**src/hw/rtl/kee_pkg.sv**
```systemverilog
package kee_pkg;

  localparam int DEF_POINT_SLOTS    = 256;
  localparam int DEF_ENVELOPE_SLOTS = 16;

  // shared divider widths
  localparam int DIV_NW = 44;
  localparam int DIV_DW = 24;

  localparam logic [1:0] OP_WR_POINT = 2'd0;
  localparam logic [1:0] OP_WR_ENV   = 2'd1;
  localparam logic [1:0] OP_EVAL     = 2'd2;

  localparam logic [2:0] CURVE_STEP   = 3'd0;
  localparam logic [2:0] CURVE_SLOW   = 3'd2;
  localparam logic [2:0] CURVE_FAST   = 3'd3;
  localparam logic [2:0] CURVE_SMOOTH = 3'd4;

  localparam logic [1:0] CFG_TOTAL_POINTS = 2'd0;
  localparam logic [1:0] CFG_NUM_ENVS     = 2'd1;
  localparam logic [1:0] CFG_TICK_RATE    = 2'd2;

  localparam logic [9:0] TICK_RATE_RESET = 10'd50;

  typedef struct packed {
    logic [23:0]        ktime;
    logic signed [31:0] kx;
    logic signed [31:0] ky;
    logic [2:0]         curve;
  } key_t;

  typedef struct packed {
    logic              start;
    logic [DIV_NW-1:0] dividend;
    logic [DIV_DW-1:0] divisor;
  } div_req_t;

  typedef struct packed {
    logic              done;
    logic [DIV_NW-1:0] quot;
    logic [DIV_DW-1:0] rem;
  } div_rsp_t;

endpackage

```
**src/hw/rtl/kee_div.sv**
```systemverilog
module kee_div import kee_pkg::*; (
  input  logic     clk,
  input  logic     rst_n,
  input  div_req_t req,
  output div_rsp_t rsp
);

  localparam int CW = $clog2(DIV_NW + 1);

  logic              busy_r;
  logic              done_r;
  logic [CW-1:0]     cnt_r;
  logic [DIV_NW-1:0] quot_r;
  logic [DIV_DW-1:0] rem_r;
  logic [DIV_DW-1:0] dvs_r;

  logic [DIV_DW:0] trial;
  logic [DIV_DW:0] diff;
  logic            ge;

  // restoring division, one quotient bit a cycle
  assign trial = {rem_r, quot_r[DIV_NW-1]};
  assign diff  = trial - {1'b0, dvs_r};
  assign ge    = trial >= {1'b0, dvs_r};

  always_ff @(posedge clk) begin
    if (!rst_n) begin
      busy_r <= 1'b0;
      done_r <= 1'b0;
      cnt_r  <= '0;
    end else begin
      done_r <= 1'b0;
      if (req.start) begin
        busy_r <= 1'b1;
        cnt_r  <= CW'(DIV_NW);
        quot_r <= req.dividend;
        rem_r  <= '0;
        dvs_r  <= req.divisor;
      end else if (busy_r) begin
        rem_r  <= ge ? diff[DIV_DW-1:0] : trial[DIV_DW-1:0];
        quot_r <= {quot_r[DIV_NW-2:0], ge};
        cnt_r  <= cnt_r - 1'b1;
        if (cnt_r == CW'(1)) begin
          busy_r <= 1'b0;
          done_r <= 1'b1;
        end
      end
    end
  end

  assign rsp.done = done_r;
  assign rsp.quot = quot_r;
  assign rsp.rem  = rem_r;

endmodule

```
**config.mk**
```make
export PLATFORM = sky130hd
export DESIGN_NAME = kee_div
export DESIGN_NICKNAME = d
export VERILOG_FILES = /design/src/hw/rtl/kee_pkg.sv /design/src/hw/rtl/kee_div.sv
export SDC_FILE = /design/constraint.sdc
export NUM_CORES = 1
export LEC_CHECK = 0
export ABC_AREA = 0
export BUFFER_PORTS_ARGS = -buffer_cell sky130_fd_sc_hd__buf_2
export CORE_MARGIN = 2
export CORE_UTILIZATION = 58
export DETAILED_ROUTE_END_ITERATION = 7
export PLACE_DENSITY = 0.95
export REMOVE_ABC_BUFFERS = 1
export SETUP_SLACK_MARGIN = 0.5
export SLEW_MARGIN = 20
export SYNTH_ARGS = -nofsm -noshare
export SYNTH_HDL_FRONTEND = slang
export SYNTH_SLANG_ARGS = --single-unit
```
**constraint.sdc**
```tcl
create_clock -name clk -period 6.85 [get_ports clk]
set_input_delay 0 -clock clk [delete_from_list [all_inputs] [get_ports clk]]
set_output_delay 0 -clock clk [all_outputs]
set_load 0.005 [all_outputs]
```
==> flow_summary.toml, run 1 <==
[outcome]
status = "completed"

[logic_synthesis]
ys.flop_type = "edfxtp_1"
synth_most_common_cell = "edfxtp_1"
post_synth.cell_area_avg_um2 = 12.1
synth_common_cells = "edfxtp_1, mux2_2, nor2_1"
ys_warn_count = 0
synth_area_leaders = "edfxtp_1, mux2_2, ha_1, mux2i_1, a21oi_1"
yosys.area.top_type = "edfxtp_1"
syn_area_um2 = 5440
yosys.area.top_type_share = 0.508
ys_seq_area_frac = 0.538
synth_edf_count = 92
synthArstFlopShare = 0
synth_cell_types = 53
ys_ff_latch = 100
syn_inst = 451

[floorplanning]
initial_core_util = 0.594
dieWidth_um = 101
dieHeight_um = 101
core_area_um2 = 9150
io_pins = 140
die_area_um2 = 10200
rows = 35

[sta]
max_slew.worst_pin.slew_ns = 1.06
rsz0062_at_grt = "false"
setup_viol = 0
layout_setup_ws_ns = 3.63
worst_slew_margin_rel = 0.294
skew_ns = 0.0138
fin_crit_ns = 3.22
hold_viol = 0
clock.fmax_mhz = 310
drv_slew = 0
post-route-period-util = 0.470
setup_tns_ns = 0

[final_layout]
nets = 754
area_delta_synth_final_pct = 30.6
n_fill_cell = 557
drive_gt1_frac = 0.315
antenna_cells = 0

[grt]
grt_max_degree = 70
grt_overflow = 0
grt_first_pass_wirelength_mm = 22.3
antenna_found_initial = 0
grt_pass1_vias = 4516
track_usage = 0.284

[worst_setup_path]
cp.required_ns = 6.95
endpoint_kind = "flop"
crit_arrival_ns = 3.32
criticalPathCategory = "flop to flop"
cp_max_fo = 25
critPathLaunchType = "flop"

[clock_network]
clock_sink_count = 100
cts_root_buf = "clkbuf_8"
clk_pin_slew_ns = 0.11
clk_latency_ns = 0.38
htree_num_levels = 3
max-clock-path-buffers = 2
cts_resized = 0
cts_tree = "yes"
numCtsBuffers = 9

[power]
p_leak_nw = 3.04
ir_drop_v = 0.000154
power_density_nw_per_um2 = 233

[routing]
wl_mm = 14.2
wl_per_cell_um = 18.4
vias_per_cell = 5.78
first_pass_iters = 5
drt_iter0_drc = 228
vias = 4462
ant_nets = 0
drc = 0

[place]
port_buffers = 139
gp_congestion = 0.898
hpwl_mm = 8.81
pre_cts_slack_ns = 3.74

[run]
maxCapViolations = 0

[worst_hold_path]
min_path_type = "primary input to flop"
## stage by stage
step           hold slack (ns)   util  cells  area, um^2  power, W
5_1_grt                  0.335  0.775    772        7100   0.00172
3_3_place_gp             0.176  0.676    687        6180   0.00117
2_1_floorplan           0.0989      -    435        5330   0.00106
6_report                 0.329  0.775    772        7100   0.00165
3_5_place_dp             0.178  0.676    687        6180   0.00119
4_1_cts                  0.329  0.775    772        7100   0.00164
## per-layer routing
metal | track usage | vias up | part of all wire
li1 | - | 2067 | -
met1 | 0.350 | 2140 | 0.39
met2 | 0.504 | 227 | 0.51
met3 | 0.0638 | 28 | 0.079
met4 | 0.0769 | 0 | 0.020
met5 | 0 | - | 0
## where the power goes
group          switching (W)  internal [W]  total [W]  leakage [nW]
clock               0.000222      0.000209   0.000431         0.113
sequential         0.0000327      0.000731   0.000764         0.945
combinational       0.000244      0.000213   0.000457          1.98
## final timing paths
check,from,end,slack (ns),depth (start not counted)
worst min register to register,cnt_r[1]$_SDFFE_PP0P_,cnt_r[1]$_SDFFE_PP0P_,0.54,2
worst min-delay path,req[6],dvs_r[6]$_DFFE_PP_,0.33,2
worst max register to register,rem_r[3]$_SDFFCE_PP0P_,rem_r[4]$_SDFFCE_PP0P_,3.63,9
worst max-delay path,rem_r[3]$_SDFFCE_PP0P_,rem_r[4]$_SDFFCE_PP0P_,3.63,9
## final cells by class
type / count / area, um^2 / share of cell area
Tap cell: 111 / 139 / 0.0196
Clock buffer: 9 / 124 / 0.0175
Timing Repair Buffer: 210 / 1400 / 0.197
Clock inverter: 7 / 97.6 / 0.0138
Multi-Input combinational cell: 301 / 2280 / 0.322
Sequential cell: 100 / 2920 / 0.412
Inverter: 34 / 128 / 0.0180
## state kept, by name (all words and copies together), names as in the netlist
name and flops:
quot_r 44, done_r 1, dvs_r 24, cnt_r 6, busy_r 1, rem_r 24
## what timing repair did
item / CTS / global route
buffers inserted: 0 / 0
endpoints found under the hold margin: 75 / 0
setup endpoints to repair: 0 / 0
hold buffers: 69 / 0
## worst max-delay path, stage by stage (launching register included)
cell,delay (ns)
edfxtp_1,0.45
ha_1,0.41
a21o_1,0.23
or3_4,0.36
o211ai_2,0.18
a21oi_1,0.10
or4_1,0.60
nand2_8,0.29
mux2i_1,0.25
nor2_1,0.07
## logic make-up after synthesis
| group | Yosys count | synth area share |
|---|---|---|
| AND/OR/NAND/NOR | 100 | 0.0891 |
| flip-flops | 100 | 0.538 |
| AO/OA/AOI/OAI | 88 | 0.105 |
| multiplexers | 63 | 0.126 |
| buffers and inverters | 50 | 0.0421 |
| adder cells (fa/ha/maj) | 27 | 0.0635 |
| XOR/XNOR | 23 | 0.0371 |
## cells in the final DEF, fill, tap and decap left out, types with 4 or more instances in the layout
cell type,netlist,final
dlygate4sd3_1,0,69
xor2_1,7,7
xnor2_1,16,16
a311oi_1,4,4
and2_1,4,4
o21ai_0,13,13
mux2_2,43,43
edfxtp_1,92,92
dfxtp_1,8,8
a21boi_0,5,5
nand4_1,5,5
nand2_1,24,24
o21bai_1,4,4
nand3_1,8,8
a21o_1,6,6
clkbuf_8,0,9
ha_1,26,26
mux2i_1,20,20
nor2_1,38,38
a21oi_1,32,32
inv_1,34,34
buf_2,2,139
No activity file was read; power rests on OpenSTA's default activity.
==> run 2, diff against run 1 <==
- CORE_UTILIZATION: 58 -> 54
- PLACE_DENSITY: 0.95 -> 0.91
- clock period: 6.85 -> 3.1 ns (I/O delays scaled with it)
==> run 2 against run 1 <==
  * Sequential share of layout area down 2.4 points
  * Non-clock buffer count up 23
  * Combinational power rose to 2.6 times the previous value
  * Critical path type unchanged
  * Highest routed layer unchanged
==> flow_summary.toml, run 2 (synthesis gave the netlist of run 1 again) <==
[outcome]
status = "completed"

[worst_setup_path]
crit_arrival_ns = 2.89
reg2reg_depth = 9
r2r-end = "rem_r[11]$_SDFFCE_PP0P_"
endpoint_kind = "flop"
reg2reg_from = "rem_r[3]$_SDFFCE_PP0P_"
cp.required_ns = 3.20
cp_max_fo = 7
critPathLaunchType = "flop"
criticalPathCategory = "flop to flop"
rrSetupSlack_ns = 0.31

[clock_network]
numCtsBuffers = 9
htree_num_levels = 3
cts_tree = "yes"
clk_latency_ns = 0.38
cts_root_buf = "clkbuf_8"
clk_pin_slew_ns = 0.10
clock_sink_count = 100
max-clock-path-buffers = 2

[final_layout]
top_regs = "quot_r (44), dvs_r (24), rem_r (24)"
drive_gt1_frac = 0.376
post-route-util = 0.771
area_delta_synth_final_pct = 38.7
largest_reg_flops = 44
final_common_cell = "buf_2"
regMostFlops = "quot_r"
layout.cells.non_filler = 819
layout_common_cells = "buf_2, edfxtp_1, dlygate4sd3_1, mux2_2, nor2_1"
nets = 779
antenna_cells = 0

[sta]
fin_crit_ns = 2.79
post-route-period-util = 0.900
skew_ns = 0.0131
clock.fmax_mhz = 358
layout_setup_ws_ns = 0.310
drv_slew = 0
worst_slew_margin_rel = 0.328
hold_viol = 0
setup_tns_ns = 0
max_slew.worst_pin.slew_ns = 1.01
rsz0062_at_grt = "true"
setup_viol = 0

[worst_hold_path]
min_from = "req[7]"
min_to = "dvs_r[7]$_DFFE_PP_"
hold_path_depth = 2
min_path_type = "primary input to flop"

[routing]
first_pass_iters = 5
ant_nets = 0
vias = 4600
wl_per_cell_um = 17.9
vias_per_cell = 5.62
drc = 0
wl_mm = 14.7
drt_iter0_drc = 289

[place]
pre_cts_slack_ns = 0.0706
gp_congestion = 0.950
port_buffers = 139
hpwl_mm = 8.87
placedCellCount = 714

[power]
p_leak_nw = 3.16
p_sw_frac = 0.304
clockPowerShare = 0.240
ir_drop_v = 0.000418
power_frac_comb = 0.318
power_frac_seq = 0.442
p_int_w = 0.00266
p_sw_w = 0.00116
power_density_nw_per_um2 = 507

[grt]
grt_first_pass_wirelength_mm = 23.0
grt_overflow = 0
antenna_found_initial = 0
grt_max_degree = 65
grt_pass1_vias = 4747
track_usage = 0.268

[floorplanning]
dieHeight_um = 104
rows = 36
io_pins = 140
dieWidth_um = 104
core_area_um2 = 9770
initial_core_util = 0.556
die_area_um2 = 10900

[run]
maxCapViolations = 0
[run 2: changes by cell type in the layout (fill, tap and decap cells not counted), sizes merged]
cell         delta
clkbuf          +1
clkinv          -1
nand2           +2
dlygate4sd3     +1
buf            +22
[run 2: power groups by stage]
stage	combinational (W)	clock, W	sequential [W]
floorplan	0.000634	0	0.00170
global placement	0.000892	0	0.00170
detailed placement	0.000934	0	0.00171
CTS	0.00110	0.000936	0.00168
global route	0.00131	0.000978	0.00170
finish	0.00121	0.000918	0.00169
[run 2: how the worst max path moves through the flow]
| stage | startpoint | to | slack [ns] | depth (start not counted) |
|---|---|---|---|---|
| floorplan | rem_r[3]$_SDFFCE_PP0P_ | rem_r[10]$_SDFFCE_PP0P_ | 0.28 | 9 |
| global placement | rem_r[13]$_SDFFCE_PP0P_ | rem_r[16]$_SDFFCE_PP0P_ | 0.19 | 9 |
| detailed placement | rem_r[13]$_SDFFCE_PP0P_ | rem_r[3]$_SDFFCE_PP0P_ | 0.07 | 9 |
| CTS | rem_r[3]$_SDFFCE_PP0P_ | rem_r[17]$_SDFFCE_PP0P_ | 0.29 | 9 |
| global route | rem_r[11]$_SDFFCE_PP0P_ | rem_r[11]$_SDFFCE_PP0P_ | 0.20 | 9 |
| finish | rem_r[3]$_SDFFCE_PP0P_ | rem_r[11]$_SDFFCE_PP0P_ | 0.31 | 9 |
[run 2: critical path, cell delays in order, from the launching register on]
cell and delay, ns:
edfxtp_1 0.44, ha_4 0.24, a21o_1 0.17, or3_4 0.35, o211ai_4 0.18, a21oi_2 0.09, or4_4 0.62, nand2_8 0.16
mux2i_1 0.20, nor2_1 0.06
[run 2: layout make-up]
cell class / instances / area, um^2
Clock buffer: 10 / 128
Clock inverter: 6 / 86.3
Fill cell: 608 / 2240
Inverter: 34 / 128
Multi-Input combinational cell: 303 / 2520
Sequential cell: 100 / 2920
Tap cell: 133 / 166
Timing Repair Buffer: 233 / 1590
[run 2: metal layers]
metal	global-route usage	wire, um	up-vias
li1	-	-	2131
met1	0.317	5580	2157
met2	0.467	7330	261
met3	0.0840	1350	51
met4	0.0792	400	0
met5	0	0	-
[run 2: timing repair]
action,CTS,global route
gates cloned,2,0
hold buffers,70,0
pin swaps,7,9
endpoints found under the setup margin,25,25
gates resized for setup,20,19
buffers inserted,8,9
hold endpoints to repair,76,0
[run 2: per-stage QoR]
stage / power [W] / hold slack (ns) / area [um^2]
final: 0.00382 / 0.323 / 7540
after global routing: 0.00399 / 0.314 / 7540
after CTS: 0.00372 / 0.300 / 7370
after detailed placement: 0.00264 / 0.179 / 6260
after global placement: 0.00260 / 0.176 / 6260
after floorplan: 0.00234 / 0.0989 / 5330
==> run 3, diff against run 2 <==
- CELL_PAD_IN_SITES_DETAIL_PLACEMENT: default -> 0
- CELL_PAD_IN_SITES_GLOBAL_PLACEMENT: default -> 2
- CORE_UTILIZATION: 54 -> 34
- PLACE_DENSITY: 0.91 -> 0.89
==> run 3 against run 2 <==
  * The run now ends with hold timing left
  * Register-to-register slack got worse by 0.07 ns
  * First-iteration DRC count decreased by 39%
  * Critical endpoint is now rem_r[14]$_SDFFCE_PP0P_
  * Via count decreased by 4.7%
  * Worst hold slack got worse by 0.32 ns
  * Sequential share of layout area decreased by 0.73 points
==> flow_summary.toml, run 3 (synthesis gave the netlist of run 1 again) <==
[place]
gp_congestion = 0.782
hpwl_mm = 9.43
port_buffers = 139

[power]
clockPowerShare = 0.294
p_sw_frac = 0.303
p_leak_nw = 3.20
power_density_nw_per_um2 = 527
power_frac_seq = 0.415
power_frac_comb = 0.291
p_int_w = 0.00282
p_sw_w = 0.00123
power_w = 0.00405
ir_drop_v = 0.000305

[worst_setup_path]
crit_path_max_incr_delay_ns = 0.66
cp.required_ns = 3.17
critPathLaunch = "rem_r[3]$_SDFFCE_PP0P_"
critPathLaunchType = "flop"
crit_arrival_ns = 2.93
r2r-end = "rem_r[14]$_SDFFCE_PP0P_"
endpoint_kind = "flop"
cp_top_family = "simple AND/OR/NAND/NOR gates"
crit_path_end = "rem_r[14]$_SDFFCE_PP0P_"
rrSetupSlack_ns = 0.24
criticalPathCategory = "flop to flop"
path_cells = "ha_4 -> a21o_1 -> or3_4 -> o211ai_4 -> a21oi_2 -> or4_4 -> nand2_8 -> mux2i_1 -> nor2_1"
reg2reg_from = "rem_r[3]$_SDFFCE_PP0P_"
path_buf_inv = 0
cp_max_fo = 7
slowest_stage = "or4_4"
reg2reg_depth = 9
path_depth = 9

[routing]
first_pass_iters = 4
wl_per_cell_um = 16.1
wl_mm = 14.5
ant_nets = 0
vias = 4384
vias_per_cell = 4.86
drt_iter0_drc = 175
drc = 0

[sta]
rsz0062_at_grt = "true"
hold_viol = 1
clock.fmax_mhz = 349
setup_tns_ns = 0
max_slew.worst_pin.slew_ns = 0.955
setup_viol = 0
finalHoldWorstSlack_ns = -0.000842
post-route-period-util = 0.923
drv_slew = 0
skew_ns = 0.0147
fin_crit_ns = 2.86
worst_slew_margin_rel = 0.359

[clock_network]
cts_tree = "yes"
clock_sink_count = 100
clk_latency_ns = 0.36
clk_pin_slew_ns = 0.07
max-clock-path-buffers = 2
cts_root_buf = "clkbuf_16"
numCtsBuffers = 9
htree_num_levels = 3

[final_layout]
area_delta_synth_final_pct = 41.3
drive_gt1_frac = 0.373
nets = 779
antenna_cells = 0
top_regs = "quot_r (44), dvs_r (24), rem_r (24)"
layout_common_cells = "buf_2, edfxtp_1, dlygate4sd3_1, mux2_2, nor2_1"
n_fill_cell = 1475
final_common_cell = "buf_2"
largest_reg_flops = 44
regMostFlops = "quot_r"

[grt]
met3_usage = 0.0517
grt_overflow = 0
grt_max_degree = 65
antenna_found_initial = 0
grt_util_met1 = 0.215
grt_first_pass_wirelength_mm = 23.3
use_met2 = 0.310
track_usage = 0.178
grt_pass1_vias = 4594
grt-busiest-layer = "met2"

[floorplanning]
core_area_um2 = 15800
dieWidth_um = 130
io_pins = 140
die_area_um2 = 17000
dieHeight_um = 130
initial_core_util = 0.345
rows = 46

[outcome]
status = "finished with violations"
failed_checks = "hold timing"

[run]
maxCapViolations = 0

[worst_hold_path]
min_path_type = "primary input to flop"
run 3: cell count changes in the layout (fill, tap and decap cells not counted), sizes merged:
cell / change
clkinvlp: +1
dlygate4sd3: -1
bufinv: -1
clkbuf: -1
clkinv: +1
buf: +1
run 3: worst reg2reg max path, cell delays in order, from the launching register on:
cell and delay, ns:
edfxtp_1 0.45, ha_4 0.25, a21o_1 0.16, or3_4 0.35
o211ai_4 0.18, a21oi_2 0.09, or4_4 0.66, nand2_8 0.18
mux2i_1 0.20, nor2_1 0.06
run 3: area by class of cell:
type                    instances  area [um^2]  share of cell area
flip-flops and latches        100         2920               0.380
well taps                     216          270              0.0352
inverters                      34          128              0.0166
repair buffers                233         1580               0.205
clock buffers                   9          225              0.0293
clock inverters                 7         81.3              0.0106
multi-input cells             303         2480               0.322
run 3: worst min-delay path by stage:
stage | start | to | slack, ns | cells after the start
global placement | req[5] | dvs_r[5]$_DFFE_PP_ | 0.18 | 1
finish | req[24] | quot_r[0]$_DFFE_PP_ | -0.0008 | 3
CTS | req[24] | quot_r[0]$_DFFE_PP_ | 0.01 | 3
floorplan | req[0] | dvs_r[0]$_DFFE_PP_ | 0.1 | 0
detailed placement | req[15] | dvs_r[15]$_DFFE_PP_ | 0.18 | 1
global route | req[24] | quot_r[0]$_DFFE_PP_ | 0.01 | 3
run 3: timing repair:
item,in CTS,in global routing
hold buffers,69,0
resized for setup,19,11
hold endpoints to repair,73,0
endpoints found under the setup margin,25,25
buffers inserted,8,2
pin swaps,12,6
gates cloned,2,0
run 3: metal layers:
layer | up-vias | routed length [um]
met1 | 2097 | 6130
met2 | 140 | 7130
li1 | 2131 | -
met4 | 0 | 213
met3 | 16 | 1020
met5 | - | 0
run 3: power groups by stage:
stage	clock network, W	registers, W	logic, W
after floorplan	0	0.00170	0.000634
after global placement	0	0.00170	0.000947
after detailed placement	0	0.00171	0.000965
after CTS	0.00123	0.00168	0.00113
after global routing	0.00127	0.00170	0.00130
final	0.00119	0.00168	0.00118
run 3: through the flow:
step | instances | hold WS (ns) | utilization | area, um^2 | setup slack [ns]
final | 902 | -0.000842 | 0.487 | 7680 | 0.238
after global routing | 902 | 0.0119 | 0.487 | 7680 | 0.139
after CTS | 900 | 0.0122 | 0.482 | 7600 | 0.319
after detailed placement | 805 | 0.178 | 0.407 | 6410 | 0.0109
after global placement | 805 | 0.178 | 0.407 | 6410 | 0.126
after floorplan | 435 | 0.0989 | - | 5330 | 0.280
